`config.mk`:
```
export PLATFORM = sky130hd
export DESIGN_NAME = vlan_timesync_frame_builder_top
export DESIGN_NICKNAME = d
export VERILOG_FILES = /design/src/hw/rtl/vtfb_pkg.sv /design/src/hw/rtl/vtfb_div.sv /design/src/hw/rtl/vtfb_front.sv /design/src/hw/rtl/vtfb_queue.sv /design/src/hw/rtl/vtfb_back.sv /design/src/hw/rtl/vlan_timesync_frame_builder_top.sv
export SDC_FILE = /design/constraint.sdc
export NUM_CORES = 1
export LEC_CHECK = 0
export BUFFER_PORTS_ARGS = -buffer_cell sky130_fd_sc_hd__buf_2
export CORE_UTILIZATION = 55
export CTS_CLUSTER_SIZE = 28
export DETAILED_ROUTE_END_ITERATION = 10
export GPL_TIMING_DRIVEN = 0
export HOLD_SLACK_MARGIN = 0.1
export PLACE_DENSITY = 0.76
export SLEW_MARGIN = 40
export SYNTH_ARGS = -nofsm -noshare
export SYNTH_HDL_FRONTEND = slang
export SYNTH_SLANG_ARGS = --single-unit
```
`constraint.sdc`:
```
create_clock -name clk -period 13.6 [get_ports clk]
set_input_delay 2.04 -clock clk [delete_from_list [all_inputs] [get_ports clk]]
set_output_delay 2.04 -clock clk [all_outputs]
set_load 0.005 [all_outputs]
```
`src/hw/rtl/vtfb_pkg.sv`:
```
package vtfb_pkg;

  // Frame geometry.
  localparam int FRAME_BYTES = 124;
  localparam int WORD_COUNT  = (FRAME_BYTES + 3) / 4;
  localparam int BUF_BYTES   = WORD_COUNT * 4;
  localparam int WORD_IDX_W  = $clog2(WORD_COUNT);
  localparam int BYTE_IDX_W  = WORD_IDX_W + 2;

  // Byte offsets of the variable parts of the frame.
  localparam int OFS_BLOB = 19;
  localparam int OFS_T1   = 54;
  localparam int OFS_T2   = 63;

  // Fixed header bytes.
  localparam logic [7:0] DEST_FIRST = 8'h03;
  localparam logic [7:0] TPID_HI    = 8'h81;
  localparam logic [7:0] TPID_LO    = 8'h00;
  localparam logic [7:0] ETYPE_HI   = 8'h88;
  localparam logic [7:0] ETYPE_LO   = 8'hF7;

  // Timestamp split: radix-8 division by one second in nanoseconds.
  localparam logic [29:0] NS_PER_SEC = 30'd1000000000;
  localparam int DIV_STEPS = 22;
  localparam int DVD_W     = 3 * DIV_STEPS;
  localparam int STEP_W    = $clog2(DIV_STEPS);

  // One frame as it travels from the front to the back.
  typedef struct packed {
    logic [47:0] mac;
    logic [15:0] link;
    logic [11:0] vlan;
    logic [7:0]  mtype;
    logic [31:0] sec1;
    logic [29:0] ns1;
    logic [31:0] sec2;
    logic [29:0] ns2;
  } frame_rec_t;

  // A digit times one second, for the divider's compare and subtract.
  function automatic logic [32:0] ns_multiple(input logic [2:0] d);
    return 33'(NS_PER_SEC) * 33'(d);
  endfunction

  // The fixed data blob after the message type.
  function automatic logic [7:0] blob_byte(input logic [5:0] idx);
    logic [7:0] b;
    case (idx)
      6'd0:    b = 8'h02;
      6'd2:    b = 8'h6a;
      6'd3:    b = 8'h0b;
      6'd5:    b = 8'h01;
      6'd6:    b = 8'h02;
      6'd19:   b = 8'h6d;
      6'd20:   b = 8'h61;
      6'd21:   b = 8'h73;
      6'd22:   b = 8'h74;
      6'd23:   b = 8'h65;
      6'd24:   b = 8'h72;
      6'd25:   b = 8'h64;
      6'd26:   b = 8'h65;
      6'd27:   b = 8'h76;
      6'd28:   b = 8'h2e;
      6'd30:   b = 8'h02;
      default: b = 8'h00;
    endcase
    return b;
  endfunction

  // One byte of the frame at a given position; padding reads as zero.
  function automatic logic [7:0] frame_byte(input frame_rec_t rec,
                                            input logic [BYTE_IDX_W-1:0] pos);
    logic [7:0]  b;
    logic [31:0] ns1_w;
    logic [31:0] ns2_w;
    int p;
    ns1_w = {2'b00, rec.ns1};
    ns2_w = {2'b00, rec.ns2};
    p = int'(pos);
    b = 8'h00;
    case (pos) inside
      0:        b = DEST_FIRST;
      [4:5]:    b = rec.link[8 * (5 - p) +: 8];
      [6:11]:   b = rec.mac[8 * (11 - p) +: 8];
      12:       b = TPID_HI;
      13:       b = TPID_LO;
      14:       b = {4'h0, rec.vlan[11:8]};
      15:       b = rec.vlan[7:0];
      16:       b = ETYPE_HI;
      17:       b = ETYPE_LO;
      18:       b = rec.mtype;
      [19:53]:  b = blob_byte(6'(p - OFS_BLOB));
      [54:57]:  b = rec.sec1[8 * (OFS_T1 + 3 - p) +: 8];
      [58:61]:  b = ns1_w[8 * (OFS_T1 + 7 - p) +: 8];
      [63:66]:  b = rec.sec2[8 * (OFS_T2 + 3 - p) +: 8];
      [67:70]:  b = ns2_w[8 * (OFS_T2 + 7 - p) +: 8];
      default:  b = 8'h00;
    endcase
    return b;
  endfunction

endpackage

```
`src/hw/rtl/vtfb_div.sv`:
```
module vtfb_div (
  input  logic                   clk,
  input  logic                   load,
  input  logic                   run,
  input  logic [63:0]            dividend,
  output logic [31:0]            quotient,
  output logic [29:0]            remainder
);
  import vtfb_pkg::*;

  logic [DVD_W-1:0] dvd;
  logic [32:0]      x;
  logic [2:0]       digit;
  logic [32:0]      diff;

  // One radix-8 step: bring down three bits, pick the largest fitting digit.
  always_comb begin
    x = {remainder, dvd[DVD_W-1 -: 3]};
    digit = 3'd0;
    for (int k = 1; k < 8; k++) begin
      if (x >= ns_multiple(3'(k))) begin
        digit = 3'(k);
      end
    end
    diff = x - ns_multiple(digit);
  end

  // Only the low 32 quotient bits are kept, so seconds wrap.
  always_ff @(posedge clk) begin
    if (load) begin
      dvd       <= {{(DVD_W - 64){1'b0}}, dividend};
      quotient  <= '0;
      remainder <= '0;
    end else if (run) begin
      dvd       <= {dvd[DVD_W-4:0], 3'b000};
      quotient  <= {quotient[28:0], digit};
      remainder <= diff[29:0];
    end
  end

endmodule

```
`src/hw/rtl/vtfb_front.sv`:
```
module vtfb_front (
  input  logic                 clk,
  input  logic                 rst,
  input  logic                 in_valid,
  output logic                 in_stall,
  input  logic [11:0]          vlan_id,
  input  logic [15:0]          link_id,
  input  logic [47:0]          source_mac,
  input  logic [7:0]           message_type,
  input  logic [63:0]          first_time_ns,
  input  logic [63:0]          second_time_ns,
  output logic                 q_push,
  input  logic                 q_full,
  output vtfb_pkg::frame_rec_t q_data
);
  import vtfb_pkg::*;

  localparam logic [1:0] ST_IDLE = 2'd0;
  localparam logic [1:0] ST_DIV  = 2'd1;
  localparam logic [1:0] ST_DONE = 2'd2;

  logic [1:0]        state;
  logic [1:0]        state_next;
  logic [STEP_W-1:0] step_cnt;
  logic              accept;
  logic              run;
  logic [47:0]       mac;
  logic [15:0]       link;
  logic [11:0]       vlan;
  logic [7:0]        mtype;
  logic [31:0]       sec1;
  logic [29:0]       ns1;
  logic [31:0]       sec2;
  logic [29:0]       ns2;

  // Handshake: a finished frame leaves in the same cycle the next beat enters.
  assign in_stall = (state == ST_DIV) || (state == ST_DONE && q_full);
  assign accept   = in_valid && !in_stall;
  assign q_push   = (state == ST_DONE) && !q_full;
  assign run      = (state == ST_DIV);

  always_comb begin
    state_next = state;
    case (state)
      ST_IDLE: if (accept) state_next = ST_DIV;
      ST_DIV:  if (step_cnt == STEP_W'(DIV_STEPS - 1)) state_next = ST_DONE;
      ST_DONE: begin
        if (accept) begin
          state_next = ST_DIV;
        end else if (q_push) begin
          state_next = ST_IDLE;
        end
      end
      default: state_next = ST_IDLE;
    endcase
  end

  always_ff @(posedge clk) begin
    if (rst) begin
      state    <= ST_IDLE;
      step_cnt <= '0;
    end else begin
      state <= state_next;
      if (accept) begin
        step_cnt <= '0;
      end else if (run) begin
        step_cnt <= step_cnt + 1'b1;
      end
    end
  end

  // Header fields held for the frame under division.
  always_ff @(posedge clk) begin
    if (accept) begin
      mac   <= source_mac;
      link  <= link_id;
      vlan  <= vlan_id;
      mtype <= message_type;
    end
  end

  // Both timestamps are split side by side.
  vtfb_div u_div1 (
    .clk       (clk),
    .load      (accept),
    .run       (run),
    .dividend  (first_time_ns),
    .quotient  (sec1),
    .remainder (ns1)
  );

  vtfb_div u_div2 (
    .clk       (clk),
    .load      (accept),
    .run       (run),
    .dividend  (second_time_ns),
    .quotient  (sec2),
    .remainder (ns2)
  );

  always_comb begin
    q_data.mac   = mac;
    q_data.link  = link;
    q_data.vlan  = vlan;
    q_data.mtype = mtype;
    q_data.sec1  = sec1;
    q_data.ns1   = ns1;
    q_data.sec2  = sec2;
    q_data.ns2   = ns2;
  end

`ifndef SYNTH
  // A finished split always leaves a remainder below one second.
  a_rem_range: assert property (@(posedge clk) disable iff (rst)
    (state == ST_DONE) |-> (ns1 < NS_PER_SEC && ns2 < NS_PER_SEC))
    else $error("divider remainder out of range");
`endif

endmodule

```
`src/hw/rtl/vtfb_queue.sv`:
```
module vtfb_queue (
  input  logic                 clk,
  input  logic                 rst,
  input  logic                 push,
  input  vtfb_pkg::frame_rec_t push_data,
  output logic                 full,
  input  logic                 pop,
  output logic                 not_empty,
  output vtfb_pkg::frame_rec_t pop_data
);
  import vtfb_pkg::*;

  frame_rec_t  entry [2];
  logic        wr_ptr;
  logic        rd_ptr;
  logic [1:0]  count;

  assign full      = (count == 2'd2);
  assign not_empty = (count != 2'd0);
  assign pop_data  = entry[rd_ptr];

  // Two-entry ring of frame records between front and back.
  always_ff @(posedge clk) begin
    if (rst) begin
      wr_ptr <= 1'b0;
      rd_ptr <= 1'b0;
      count  <= 2'd0;
    end else begin
      if (push) wr_ptr <= ~wr_ptr;
      if (pop)  rd_ptr <= ~rd_ptr;
      case ({push, pop})
        2'b10:   count <= count + 2'd1;
        2'b01:   count <= count - 2'd1;
        default: count <= count;
      endcase
    end
  end

  always_ff @(posedge clk) begin
    if (push) begin
      entry[wr_ptr] <= push_data;
    end
  end

`ifndef SYNTH
  // The front must never write into a full queue.
  a_no_overflow: assert property (@(posedge clk) disable iff (rst)
    push |-> !full)
    else $error("queue written while full");

  // The back must never read an empty queue.
  a_no_underflow: assert property (@(posedge clk) disable iff (rst)
    pop |-> not_empty)
    else $error("queue read while empty");
`endif

endmodule

```
`src/hw/rtl/vtfb_back.sv`:
```
module vtfb_back (
  input  logic                 clk,
  input  logic                 rst,
  input  logic                 q_valid,
  output logic                 q_pop,
  input  vtfb_pkg::frame_rec_t q_data,
  output logic                 out_valid,
  input  logic                 out_stall,
  output logic [31:0]          frame_word,
  output logic                 last_word
);
  import vtfb_pkg::*;

  frame_rec_t            rec;
  logic                  active;
  logic [WORD_IDX_W-1:0] idx;
  logic                  adv;
  logic                  at_last;
  logic [31:0]           word;

  assign adv     = !out_valid || !out_stall;
  assign at_last = (idx == WORD_IDX_W'(WORD_COUNT - 1));
  // The next frame is loaded as the current one sends its last beat.
  assign q_pop   = q_valid && (!active || (adv && at_last));

  // Assemble the word at the current index, earliest byte on top.
  always_comb begin
    for (int b = 0; b < 4; b++) begin
      word[31 - 8 * b -: 8] = frame_byte(rec, {idx, 2'(b)});
    end
  end

  always_ff @(posedge clk) begin
    if (rst) begin
      active    <= 1'b0;
      out_valid <= 1'b0;
      idx       <= '0;
    end else begin
      if (adv) begin
        if (active) begin
          out_valid <= 1'b1;
          idx       <= idx + 1'b1;
          if (at_last) active <= 1'b0;
        end else begin
          out_valid <= 1'b0;
        end
      end
      if (q_pop) begin
        active <= 1'b1;
        idx    <= '0;
      end
    end
  end

  // Output register and the record being sent.
  always_ff @(posedge clk) begin
    if (adv && active) begin
      frame_word <= word;
      last_word  <= at_last;
    end
    if (q_pop) begin
      rec <= q_data;
    end
  end

`ifndef SYNTH
  // The word index stays inside the frame while a frame is being sent.
  a_idx_range: assert property (@(posedge clk) disable iff (rst)
    active |-> (idx <= WORD_IDX_W'(WORD_COUNT - 1)))
    else $error("word index beyond frame");
`endif

endmodule

```
`src/hw/rtl/vlan_timesync_frame_builder_top.sv`:
```
// The back sends a frame of 31 words, one word a cycle while out_stall is low;
// the front's radix-8 divider pair holds in_stall while dividing and runs ahead.
// A two-entry queue between front and back lets either side stall alone.
// Reset (rst, synchronous) empties the queue and drops any frame in flight.
module vlan_timesync_frame_builder_top (
  input  logic        clk,
  input  logic        rst,
  input  logic        in_valid,
  output logic        in_stall,
  input  logic [11:0] vlan_id,
  input  logic [15:0] link_id,
  input  logic [47:0] source_mac,
  input  logic [7:0]  message_type,
  input  logic [63:0] first_time_ns,
  input  logic [63:0] second_time_ns,
  output logic        out_valid,
  input  logic        out_stall,
  output logic [31:0] frame_word,
  output logic        last_word
);
  import vtfb_pkg::*;

  frame_rec_t push_data;
  frame_rec_t pop_data;
  logic       push;
  logic       full;
  logic       pop;
  logic       not_empty;

  vtfb_front u_front (
    .clk            (clk),
    .rst            (rst),
    .in_valid       (in_valid),
    .in_stall       (in_stall),
    .vlan_id        (vlan_id),
    .link_id        (link_id),
    .source_mac     (source_mac),
    .message_type   (message_type),
    .first_time_ns  (first_time_ns),
    .second_time_ns (second_time_ns),
    .q_push         (push),
    .q_full         (full),
    .q_data         (push_data)
  );

  vtfb_queue u_queue (
    .clk       (clk),
    .rst       (rst),
    .push      (push),
    .push_data (push_data),
    .full      (full),
    .pop       (pop),
    .not_empty (not_empty),
    .pop_data  (pop_data)
  );

  vtfb_back u_back (
    .clk        (clk),
    .rst        (rst),
    .q_valid    (not_empty),
    .q_pop      (pop),
    .q_data     (pop_data),
    .out_valid  (out_valid),
    .out_stall  (out_stall),
    .frame_word (frame_word),
    .last_word  (last_word)
  );

endmodule

```
After elaboration in Yosys (flattened, before gate mapping) --
Memory sizes are Yosys's and may differ from the RTL's. A register that Yosys moved wholly into a read port is not among the register bits. Index checks and enable logic that the tools add are counted. W data, S select, Z words.
Storage, ports and cells: bits in writable memories 416, register bits 391, memories kept 5, memory bits (read-only) 896, input port bits 216
Cells by class: add/sub/neg operators 34, muxes and demuxes 70, bitwise gates (word level) 2, shifts and indexed selects 24, eq/ne operators 12, multipliers 2, $lt $le $gt $ge 70, reductions and logical operators 52
Memories:
- u_queue.entry | words 2, bits a word 208, rd ports 1, clocked after memory_dff 1, wr ports 1, RTL line vtfb_queue.sv:13 | frame_rec_t entry [2];
- (name not given) | words 32, bits a word 7, rd ports 1, clocked after memory_dff 0, wr ports 0, RTL line vtfb_pkg.sv:48 | case (idx)
- (name not given) | words 32, bits a word 7, rd ports 1, clocked after memory_dff 0, wr ports 0, RTL line vtfb_pkg.sv:48
- (name not given) | words 32, bits a word 7, rd ports 1, clocked after memory_dff 0, wr ports 0, RTL line vtfb_pkg.sv:48
- (name not given) | words 32, bits a word 7, rd ports 1, clocked after memory_dff 0, wr ports 0, RTL line vtfb_pkg.sv:48
Operator list (count):
- $shiftx A32 B32 Y8 | 16
- $mux W8 | 39
- $mux W64 | 4
- $ge A33 B33 Y1 const B | 6
- $shiftx A48 B32 Y8 | 4
- $ge A33 B32 Y1 const B | 4
- $shiftx A16 B32 Y8 | 4
- $ge A7 B6 Y1 const B | 12
- $le A7 B6 Y1 const B | 12
- $ge A33 B30 Y1 const B | 2
- $ge A33 B31 Y1 const B | 2
- $sub A6 B7 Y8 const A | 8
- $sub A7 B7 Y8 const A | 8
- $sub A30 B30 Y30 | 2
- $ge A7 B3 Y1 const B | 8
- $le A7 B7 Y1 const B | 8
- $mul A21 B3 Y21 const A | 2
- $mux W3 | 12
- $logic_and A1 B1 Y1 | 34
- $sub A3 B7 Y8 const A | 4
- $sub A4 B7 Y8 const A | 4
- $ge A7 B5 Y1 const B | 4
- $ge A7 B7 Y1 const B | 4
- $le A7 B3 Y1 const B | 4
- 26 further kinds | 59

Longest topological paths before layout --
Gate-level depths: netlist (run 1).
depth after elaboration 11, depth in mapped cells 28, depth with buffers taken out 27

Modules after synthesis --
A second synthesis (run 1) with hierarchy kept.
Unflattened totals: cells, all modules 2862, area, all modules 43477.9 µm²
Modules (own cells, without submodules):
- vtfb_queue | cells each 669, area each 15627.5 µm², instances 1
- vtfb_back | cells each 748, area each 10814.1 µm², instances 1
- vtfb_div at u_front.u_div1 | cells each 674, area each 7120.6 µm², instances 1
- vtfb_div at u_front.u_div2 | cells each 646, area each 7044.3 µm², instances 1
- vtfb_front | cells each 125, area each 2871.5 µm², instances 1

Worst setup path after synthesis (run 1) --
OpenSTA, ideal clock, no wires.
kind reg2reg, start reg u_queue.count[0], end mem u_queue.entry[0][0] in the netlist's numbering, enable pin, cell stages (with the launch flop) 5, arrival 9.399 ns, setup time 0.780 ns, path slack 3.421 ns, buffers on the path 0, path through dfxtp_1 -> inv_1 -> a21oi_1 -> nand2_1 -> nor2_1
On the way: cells in the longest elaborated chain, start to end 5
RTL lines:
- start: declaration | RTL line vtfb_queue.sv:16 | logic [1:0] count;
- start signal: assignment | RTL line vtfb_queue.sv:32 | 2'b10: count <= count + 2'd1;
- start signal: assignment | RTL line vtfb_queue.sv:33 | 2'b01: count <= count - 2'd1;
- start signal: assignment | RTL line vtfb_queue.sv:34 | default: count <= count;
- $eq A2 B2 Y1 | RTL line vtfb_queue.sv:18 | assign full = (count == 2'd2);
- $logic_not A1 Y1 | RTL line vtfb_front.sv:39 | assign q_push = (state == ST_DONE) && !q_full;
- $logic_and A1 B1 Y1 | RTL line vtfb_front.sv:39
- $mux W1 | RTL line vtfb_queue.sv:40 | if (push) begin
- $mux W1 (not written as such) | RTL line vtfb_queue.sv:41 | entry[wr_ptr] <= push_data;
- end: declaration | RTL line vtfb_queue.sv:13
No other way between the ends.

Worst setup path in the final report (run 1) --
start reg u_front.u_div1.remainder[22], end reg u_front.u_div1.remainder[29]
On the way: elaborated cells between the ends (all ways) 16, those cells by class add/sub (1); mul (1); order compare (7); mux (7)
RTL lines:
- start: declaration | RTL line vtfb_div.sv:7 | output logic [29:0] remainder
- start signal: assignment | RTL line vtfb_div.sv:37 | remainder <= diff[29:0];
- $ge A33 B32 Y1 | RTL line vtfb_div.sv:21 | if (x >= ns_multiple(3'(k))) begin
- $mux W3 (4 in a row) | RTL line vtfb_div.sv:21
- $mux W3 (*) | RTL line vtfb_div.sv:21
- net u_front.u_div1.digit[2] | RTL line vtfb_div.sv:13 | logic [2:0] digit;
- $mul A21 B3 Y21 (*) | RTL line vtfb_pkg.sv:42 | return 33'(NS_PER_SEC) * 33'(d);
- $sub A30 B30 Y30 (*) | RTL line vtfb_div.sv:25 | diff = x - ns_multiple(digit);
Mark *: on every way through the listed nets, which the timed path passes. The rest lies on a longest branch. A chain may end at the register's enable or synchronous reset.

==> qor.log, run 1 <==
[worst_setup_path] worst endpoint data arrival time 7100 ps
[logic_synthesis] top-area cell type share of the netlist area 62.4%
[placed_design] placed cell areas 0.0450 mm²
[floorplanning] Row Count 100
[layout] post-route cell area 0.0483 mm²
[min_path] end of the worst hold path u_queue.entry[0][160]
[clocking] TritonCTS clock tree yes
[clocking] clock-pin slew reported for the worst setup and hold paths after clock tree synthesis 70 ps
[global_route] GRT Total Usage 26.4%
[clocking] hold_buf cts 0
[layout] area grow syn2layout 15.5%
[global_route] wire length of the first global-routing pass 154000 µm
[min_path] hold depth 0
[worst_setup_path] standard cell with the maximum stage delay on the critical path ha_1
[clocking] clock tree buffer depth 3
[sta] minimum hold slack 445 ps
[worst_setup_path] Critical Setup Path Class register to register
[floorplanning] Core Area 0.0748 mm²
[clocking] Resized Gates After CTS 0
[logic_synthesis] most frequent cells after synthesis 869 x edfxtp_1, 638 x nand2_1, 208 x mux2_2
[sta] count of final max-slew check failures 0
[logic_synthesis] dominant cell by count in the synthesized netlist edfxtp_1
[floorplanning] width of the die 278 µm
[logic_synthesis] number of warnings issued by yosys 0
[logic_synthesis] number of synthesized flops with an enable pin 869
[clocking] CTS Root Buffer Type clkbuf_16
[worst_setup_path] Reg2Reg Depth 25
[floorplanning] effective utilization at floorplan 55.9%
[pwr] total power density per cell area 224 mW/mm²
[worst_setup_path] stage delay of the slowest cell on the critical path 540 ps
[worst_setup_path] type of element capturing the critical path register
[routing] WL per Instance 22.5 µm
[logic_synthesis] Net Count, Synth 3435
[logic_synthesis] Synth Flop Type edfxtp_1
[logic_synthesis] post-synthesis async set-or-reset flop share 0%
[outcome] status finished, final reports clean
[placed_design] hpwl dp 71400 µm
[min_path] type of the worst min-delay path register to register
[layout] utilization after layout 64.6%
[floorplanning] # IOs 251
[layout] fraction of final layout cells with drive strength greater than 1 19.1%
[routing] remaining routing DRC violations 0
[clocking] total setup buffers inserted after CTS 0
[worst_setup_path] Critical Path Source Type register
[sta] fraction of the cycle the final worst path needs 48.5%
[layout] layout net count 3814
[logic_synthesis] number of synthesized register bits 1015
[logic_synthesis] number of distinct library cells after synthesis 84
[sta] number of endpoints with negative hold slack in the final report 0
[placed_design] final RePlAce weighted congestion 0.917
[floorplanning] Die Y-Extent 278 µm
[logic_synthesis] synthesized netlist cell count 3134
[logic_synthesis] average footprint of a synthesized cell 13.3 µm²
[logic_synthesis] post-synth top area cell edfxtp_1
[clocking] CTS Buf Count 98
[layout] fill count 5222
[worst_setup_path] data required time at the worst endpoint 14100 ps
[sta] slew at the pin with the worst max-slew slack 900 ps
[worst_setup_path] RR Startpoint u_front.u_div1.remainder[22]
[worst_setup_path] worst setup slack for register-to-register paths 7000 ps
[sta] min cycle time layout 6600 ps
[pwr] worst IR drop on VDD 207 µV
[clocking] clock network latency to the later pin of the worst-skew pair 660 ps
[worst_setup_path] crit path max fanout 10
[pwr] leak pwr 17.3 nW
[logic_synthesis] cell area after synthesis 0.0418 mm²
[routing] via total after detailed routing 27100
[global_route] antenna violations before repair 9
[sta] Fin Setup TNS 0 ps
[global_route] largest net degree at the start of global routing 86
[logic_synthesis] most area-consuming cells after synthesis edfxtp_1 62%, dfxtp_1 7.0%, nand2_1 5.7%, mux2_2 5.6%, ha_1 2.4%
[routing] total wire length after detailed routing 103000 µm
[worst_setup_path] buffer and inverter count on the worst path 3
[clocking] Sinks on Clock Net 1015
[sta] endpoints failing setup 0
[min_path] start point of the worst min-delay path u_front.mac[0]
[sta] unrepaired setup endpoints after global routing false
[floorplanning] Total Die Area 0.0772 mm²
[sta] Relative slew margins 40.0%
[worst_setup_path] Reg2Reg Capture Point u_front.u_div1.remainder[29]
[global_route] GR Overflow Total 0
[sta] Achievable Freq 151 MHz
[global_route] number of global-route vias before repair 26360
[placed_design] buffers added on ports 249
[sta] clock skew 22.3 ps
[routing] number of optimization iterations in the first detailed-route pass 9
[worst_setup_path] Top delay family on crit path compound AO/OA/AOI/OAI gates
[routing] Iteration-0 DRC Markers 2978
[routing] Via-to-Cell Ratio 5.93
[logic_synthesis] sequential-to-total area share from yosys stat 69.4%
[job] number of maximum-capacitance constraint violations 0
[clocking] maximum level of the CTS H-tree 3
[routing] Detail Route Antenna Nets 0
==> flip-flops by register name (all words and copies together) (netlist names), 32 cells and up <==
| name | flops |
|---|---|
| u_front.u_div1.dvd | 66 |
| u_front.u_div2.quotient | 32 |
| u_queue.entry | 416 |
| u_front.u_div2.dvd | 66 |
| u_back.frame_word | 32 |
| u_front.mac | 48 |
| u_back.rec | 208 |
| u_front.u_div1.quotient | 32 |
==> layout by cell type, fill, tap and decap left out, types with 13 or more instances in the layout <==
cell type | netlist | final
clkinv_1 | 0 | 17
o31ai_1 | 13 | 13
edfxtp_1 | 869 | 869
buf_2 | 0 | 251
xor2_1 | 30 | 30
a21oi_1 | 108 | 107
nand2b_1 | 20 | 20
and3_1 | 23 | 22
ha_1 | 81 | 81
nand2_1 | 638 | 638
a211oi_1 | 14 | 14
nand3_1 | 64 | 64
a222oi_1 | 21 | 21
dfxtp_1 | 146 | 146
xnor2_1 | 49 | 49
a31oi_1 | 25 | 25
o21ai_0 | 200 | 198
a22oi_1 | 18 | 18
mux2_2 | 208 | 208
mux2i_1 | 19 | 19
buf_16 | 0 | 13
clkbuf_1 | 149 | 159
inv_1 | 50 | 48
nor2_1 | 112 | 110
a21o_1 | 14 | 14
clkbuf_16 | 0 | 98
nor3_1 | 41 | 39
clkinv_2 | 0 | 13
==> where the power goes <==
group / total, mW / internal (mW) / leakage, nW / switching, mW
sequential: 4.00 / 3.74 / 9.26 / 0.255
clock: 2.78 / 1.61 / 1.61 / 1.17
combinational: 4.07 / 1.64 / 6.46 / 2.42
total: 10.8 / 6.99 / 17.3 / 3.85
==> through the flow <==
stage	std cells	setup slack, ps	total power [mW]
2_1_floorplan	3134	3420	7.02
5_1_grt	4569	6520	11.4
3_5_place_dp	4382	7070	8.04
6_report	4569	7000	10.8
4_1_cts	4565	7030	10.8
3_3_place_gp	4352	-2230	7.99
==> worst max-delay path by stage <==
stage | from | endpoint | slack (ps) | cells past startpoint
global placement | u_queue.count[0] | u_queue.entry[0][130] | -2230 | 4
detailed placement | u_front.u_div1.remainder[22] | u_front.u_div1.remainder[29] | 7070 | 26
CTS | u_front.u_div1.remainder[22] | u_front.u_div1.remainder[29] | 7030 | 26
finish | u_front.u_div1.remainder[22] | u_front.u_div1.remainder[29] | 7000 | 25
floorplan | u_queue.count[0] | u_queue.entry[0][0] | 3420 | 4
global route | u_front.u_div1.remainder[22] | u_front.u_div1.remainder[29] | 6520 | 25
==> final cells by class <==
| type | count | area, µm² | area share (%) |
|---|---|---|---|
| antenna | 4 | 10.0 | 0.0207 |
| sequential | 1015 | 29000 | 60.0 |
| multi-input combinational | 1914 | 12100 | 25.0 |
| timing repair buffer | 279 | 1880 | 3.90 |
| inverter | 50 | 203 | 0.419 |
| buffer | 155 | 597 | 1.24 |
| clock inverter | 56 | 621 | 1.28 |
| clock buffer | 127 | 2680 | 5.55 |
| tap | 969 | 1210 | 2.51 |
==> per-layer routing <==
| layer | GRT usage, % | routed length (µm) | vias to the layer above |
|---|---|---|---|
| met4 | 8.87 | 3300 | 8 |
| li1 | - | - | 12406 |
| met2 | 43.4 | 49400 | 1274 |
| met5 | 0 | 47 | - |
| met3 | 5.08 | 8690 | 205 |
| met1 | 35.2 | 41200 | 13207 |
==> logic make-up after synthesis <==
logic type	share of synthesized area [%]
DFF	69.4
and+or+nand+nor	9.80
buffers and inverters	1.84
AOI/OAI and AO/OA	8.64
xor gates and xnor gates	1.65
adders and majority gates	2.64
muxes	6.05
No activity file was read; power rests on OpenSTA's default activity.
==> run 2, diff against run 1 <==
Settings changed: ABC_AREA set to 1, PLACE_DENSITY 0.76 to 0.79.
Clock period 13.6 ns to 5.62 ns, I/O delays scaled along.
==> qor.log, run 2 <==
[logic_synthesis] number of synthesized register bits 1015
[routing] Detail Route Antenna Nets 0
[floorplanning] Core Area 0.0773 mm²
[logic_synthesis] post-synthesis async set-or-reset flop share 0%
[sta] count of final max-slew check failures 0
[global_route] wire length of the first global-routing pass 166000 µm
[floorplanning] width of the die 281 µm
[logic_synthesis] largest family of logic cells by synthesized area simple AND/OR/NAND/NOR gates
[pwr] reported net switching power 10.1 mW
[global_route] GRT Total Usage 27.9%
[sta] fraction of the cycle the final worst path needs 94.2%
[clocking] clock network latency to the later pin of the worst-skew pair 670 ps
[logic_synthesis] number of synthesized flops with an enable pin 869
[pwr] switching part of the total power 37.8%
[pwr] Logic pwr share 36.7%
[routing] number of optimization iterations in the first detailed-route pass 9
[worst_setup_path] RR Startpoint u_front.u_div2.remainder[28]
[layout] utilization after layout 65.0%
[worst_setup_path] cell depth of the worst setup path 36
[sta] slew at the pin with the worst max-slew slack 905 ps
[logic_synthesis] multiplexer share of the synthesized area 0%
[sta] min cycle time layout 5290 ps
[worst_setup_path] data required time at the worst endpoint 6230 ps
[logic_synthesis] post-synthesis share of cell area spent on xor and xnor gates 1.16%
[layout] Final Non-Filler Cells 5518
[logic_synthesis] area fraction in compound gates after synthesis 7.12%
[sta] clock skew 26.4 ps
[logic_synthesis] post-synth top area cell edfxtp_1
[logic_synthesis] top-area cell type share of the netlist area 60.8%
[logic_synthesis] cell area after synthesis 0.0429 mm²
[clocking] CTS Root Buffer Type clkbuf_16
[clocking] clock-pin slew reported for the worst setup and hold paths after clock tree synthesis 60 ps
[global_route] GR Overflow Total 0
[logic_synthesis] dominant cell by count in the synthesized netlist nand2_1
[sta] number of endpoints with negative hold slack in the final report 0
[min_path] hold depth 1
[worst_setup_path] Reg2Reg Capture Point u_front.u_div2.remainder[29]
[floorplanning] Row Count 102
[pwr] leak pwr 20.9 nW
[worst_setup_path] Top delay family on crit path simple AND/OR/NAND/NOR gates
[clocking] maximum level of the CTS H-tree 3
[logic_synthesis] Net Count, Synth 4292
[pwr] overall power after layout 26.7 mW
[min_path] start point of the worst min-delay path source_mac[3]
[floorplanning] Total Die Area 0.0791 mm²
[pwr] sequential share of power 37.3%
[worst_setup_path] cell with the most instances on the worst path nand2_1
[routing] total wire length after detailed routing 111000 µm
[global_route] antenna violations before repair 2
[placed_design] buffers added on ports 250
[logic_synthesis] Simple-Gate Fraction of Synth Area 17.3%
[worst_setup_path] Critical Setup Path Class register to register
[worst_setup_path] stage delay of the slowest cell on the critical path 370 ps
[routing] Via-to-Cell Ratio 5.57
[outcome] violated checks DRC
[min_path] end of the worst hold path u_front.mac[3]
[sta] Relative slew margins 39.7%
[worst_setup_path] type of element capturing the critical path register
[sta] Achievable Freq 189 MHz
[placed_design] placed cell count 5328
[logic_synthesis] average footprint of a synthesized cell 10.7 µm²
[global_route] number of global-route vias before repair 29539
[logic_synthesis] synthesized netlist cell count 3991
[logic_synthesis] share of synthesized cell area in full adder, half adder and majority cells 2.55%
[floorplanning] Die Y-Extent 281 µm
[clocking] clock tree buffer depth 3
[worst_setup_path] Reg2Reg Depth 36
[pwr] total power density per cell area 531 mW/mm²
[job] number of maximum-capacitance constraint violations 0
[layout] post-route cell area 0.0503 mm²
[logic_synthesis] Synth Flop Type edfxtp_1
[sta] endpoints failing setup 0
[min_path] type of the worst min-delay path input port to register
[global_route] largest net degree at the start of global routing 43
[pwr] clock group share of total power 26.0%
[clocking] Sinks on Clock Net 1015
[layout] area grow syn2layout 17.2%
[layout] number of flip-flops under the largest register name 416
[placed_design] final RePlAce weighted congestion 0.921
[clocking] TritonCTS clock tree yes
[layout] layout net count 4693
[layout] Largest regs u_queue.entry (416), u_back.rec (208)
[logic_synthesis] number of distinct library cells after synthesis 58
[logic_synthesis] most frequent cells after synthesis 1468 x nand2_1, 869 x edfxtp_1, 320 x inv_1
[worst_setup_path] standard cell with the maximum stage delay on the critical path dfxtp_2
[routing] remaining routing DRC violations 2
[layout] most frequent cells in the layout 1461 x nand2_1, 869 x edfxtp_1, 316 x inv_1
[pwr] worst IR drop on VDD 421 µV
[worst_setup_path] crit path max fanout 11
[pwr] Internal Pwr Total 16.6 mW
[floorplanning] effective utilization at floorplan 55.5%
[layout] fill count 5652
[routing] via total after detailed routing 30760
[worst_setup_path] buffer and inverter count on the worst path 5
[layout] fraction of final layout cells with drive strength greater than 1 14.1%
[routing] WL per Instance 20.1 µm
[clocking] CTS Buf Count 99
[floorplanning] # IOs 251
[layout] most flop-heavy register u_queue.entry
[logic_synthesis] most area-consuming cells after synthesis edfxtp_1 61%, nand2_1 13%, dfxtp_1 6.8%, inv_1 2.8%, ha_1 2.4%
[worst_setup_path] worst endpoint data arrival time 5910 ps
[worst_setup_path] worst setup slack for register-to-register paths 330 ps
[logic_synthesis] sequential-to-total area share from yosys stat 67.7%
[placed_design] placed cell areas 0.0464 mm²
[routing] Iteration-0 DRC Markers 3124
[worst_setup_path] Critical Path Source Type register
[outcome] status finished, violations left
[placed_design] hpwl dp 80000 µm
[logic_synthesis] number of warnings issued by yosys 0
[layout] most common cell after layout, fill and taps aside nand2_1
run 2: worst register-to-register path: cells and delay by family (launching register included):
kind / cells / cell delay (ps)
AND/OR/NAND/NOR: 16 / 1810
AO/OA/AOI/OAI: 11 / 1440
XOR/XNOR: 1 / 270
adder cells (fa/ha/maj): 3 / 840
flip-flops: 1 / 370
buffers and inverters: 5 / 540
run 2: layout make-up:
type,instances,area [µm²],share of cell area [%]
Antenna cell,1,2.50,0.00498
Inverter,335,1260,2.51
Sequential cell,1015,29000,57.8
Timing Repair Buffer,300,2190,4.35
Clock buffer,133,2790,5.55
Buffer,135,593,1.18
Multi-Input combinational cell,2506,12400,24.7
Tap cell,1040,1300,2.59
Clock inverter,53,676,1.34
run 2: metrics by stage:
stage               setup slack [ps]  hold slack, ps  TNS (ps)
global placement               -4150             423  -2393110
detailed placement              -500             429     -2660
floorplan                      -1000             421   -413370
finish                           328             348         0
CTS                             41.2             321         0
global route                   -38.4             331     -50.7
run 2: repair_timing:
action / 4_1_cts / 5_1_grt
pin swaps: 0 / 6
gates resized for setup: 24 / 70
endpoints found under the setup margin: 10 / 14
hold buffers: 0 / 0
setup buffers: 0 / 3
run 2: per-layer routing:
layer,global-route usage (%),routed length [µm],vias to the layer above
met5,0,27,-
met1,36.9,43900,14642
met2,46.1,53500,1482
li1,-,-,14375
met4,11.6,4420,4
met3,4.09,9270,257
run 2: worst max path at each step:
stage	to	startpoint	slack, ps
6_report	u_front.u_div2.remainder[29]	u_front.u_div2.remainder[28]	330
5_1_grt	u_front.u_div2.remainder[27]	u_front.u_div2.remainder[28]	-40
4_1_cts	u_front.u_div1.remainder[26]	u_front.u_div1.remainder[23]	40
3_5_place_dp	u_front.u_div1.remainder[28]	u_front.u_div1.remainder[15]	-500
3_3_place_gp	u_queue.entry[1][152]	u_queue.count[0]	-4150
2_1_floorplan	u_queue.entry[1][0]	u_queue.count[0]	-1000
run 2: kinds of logic (layout without fill, tap and decap cells):
family / after synthesis / after routing
buffers and inverters: 470 / 956
adder cells (fa/ha/maj): 85 / 85
AND/OR/NAND/NOR: 1858 / 1858
other: 0 / 1
flip-flops: 1015 / 1015
XOR/XNOR: 57 / 57
AO/OA/AOI/OAI: 506 / 506
run 2: power by group through the flow:
stage          registers [mW]  logic (mW)  clock network, mW
2_1_floorplan            9.79        6.52                  0
3_3_place_gp             10.1        8.83                  0
3_5_place_dp             10.0        9.10                  0
4_1_cts                  9.91        9.27               6.97
5_1_grt                  10.0        10.9               7.25
6_report                 9.96        9.79               6.93
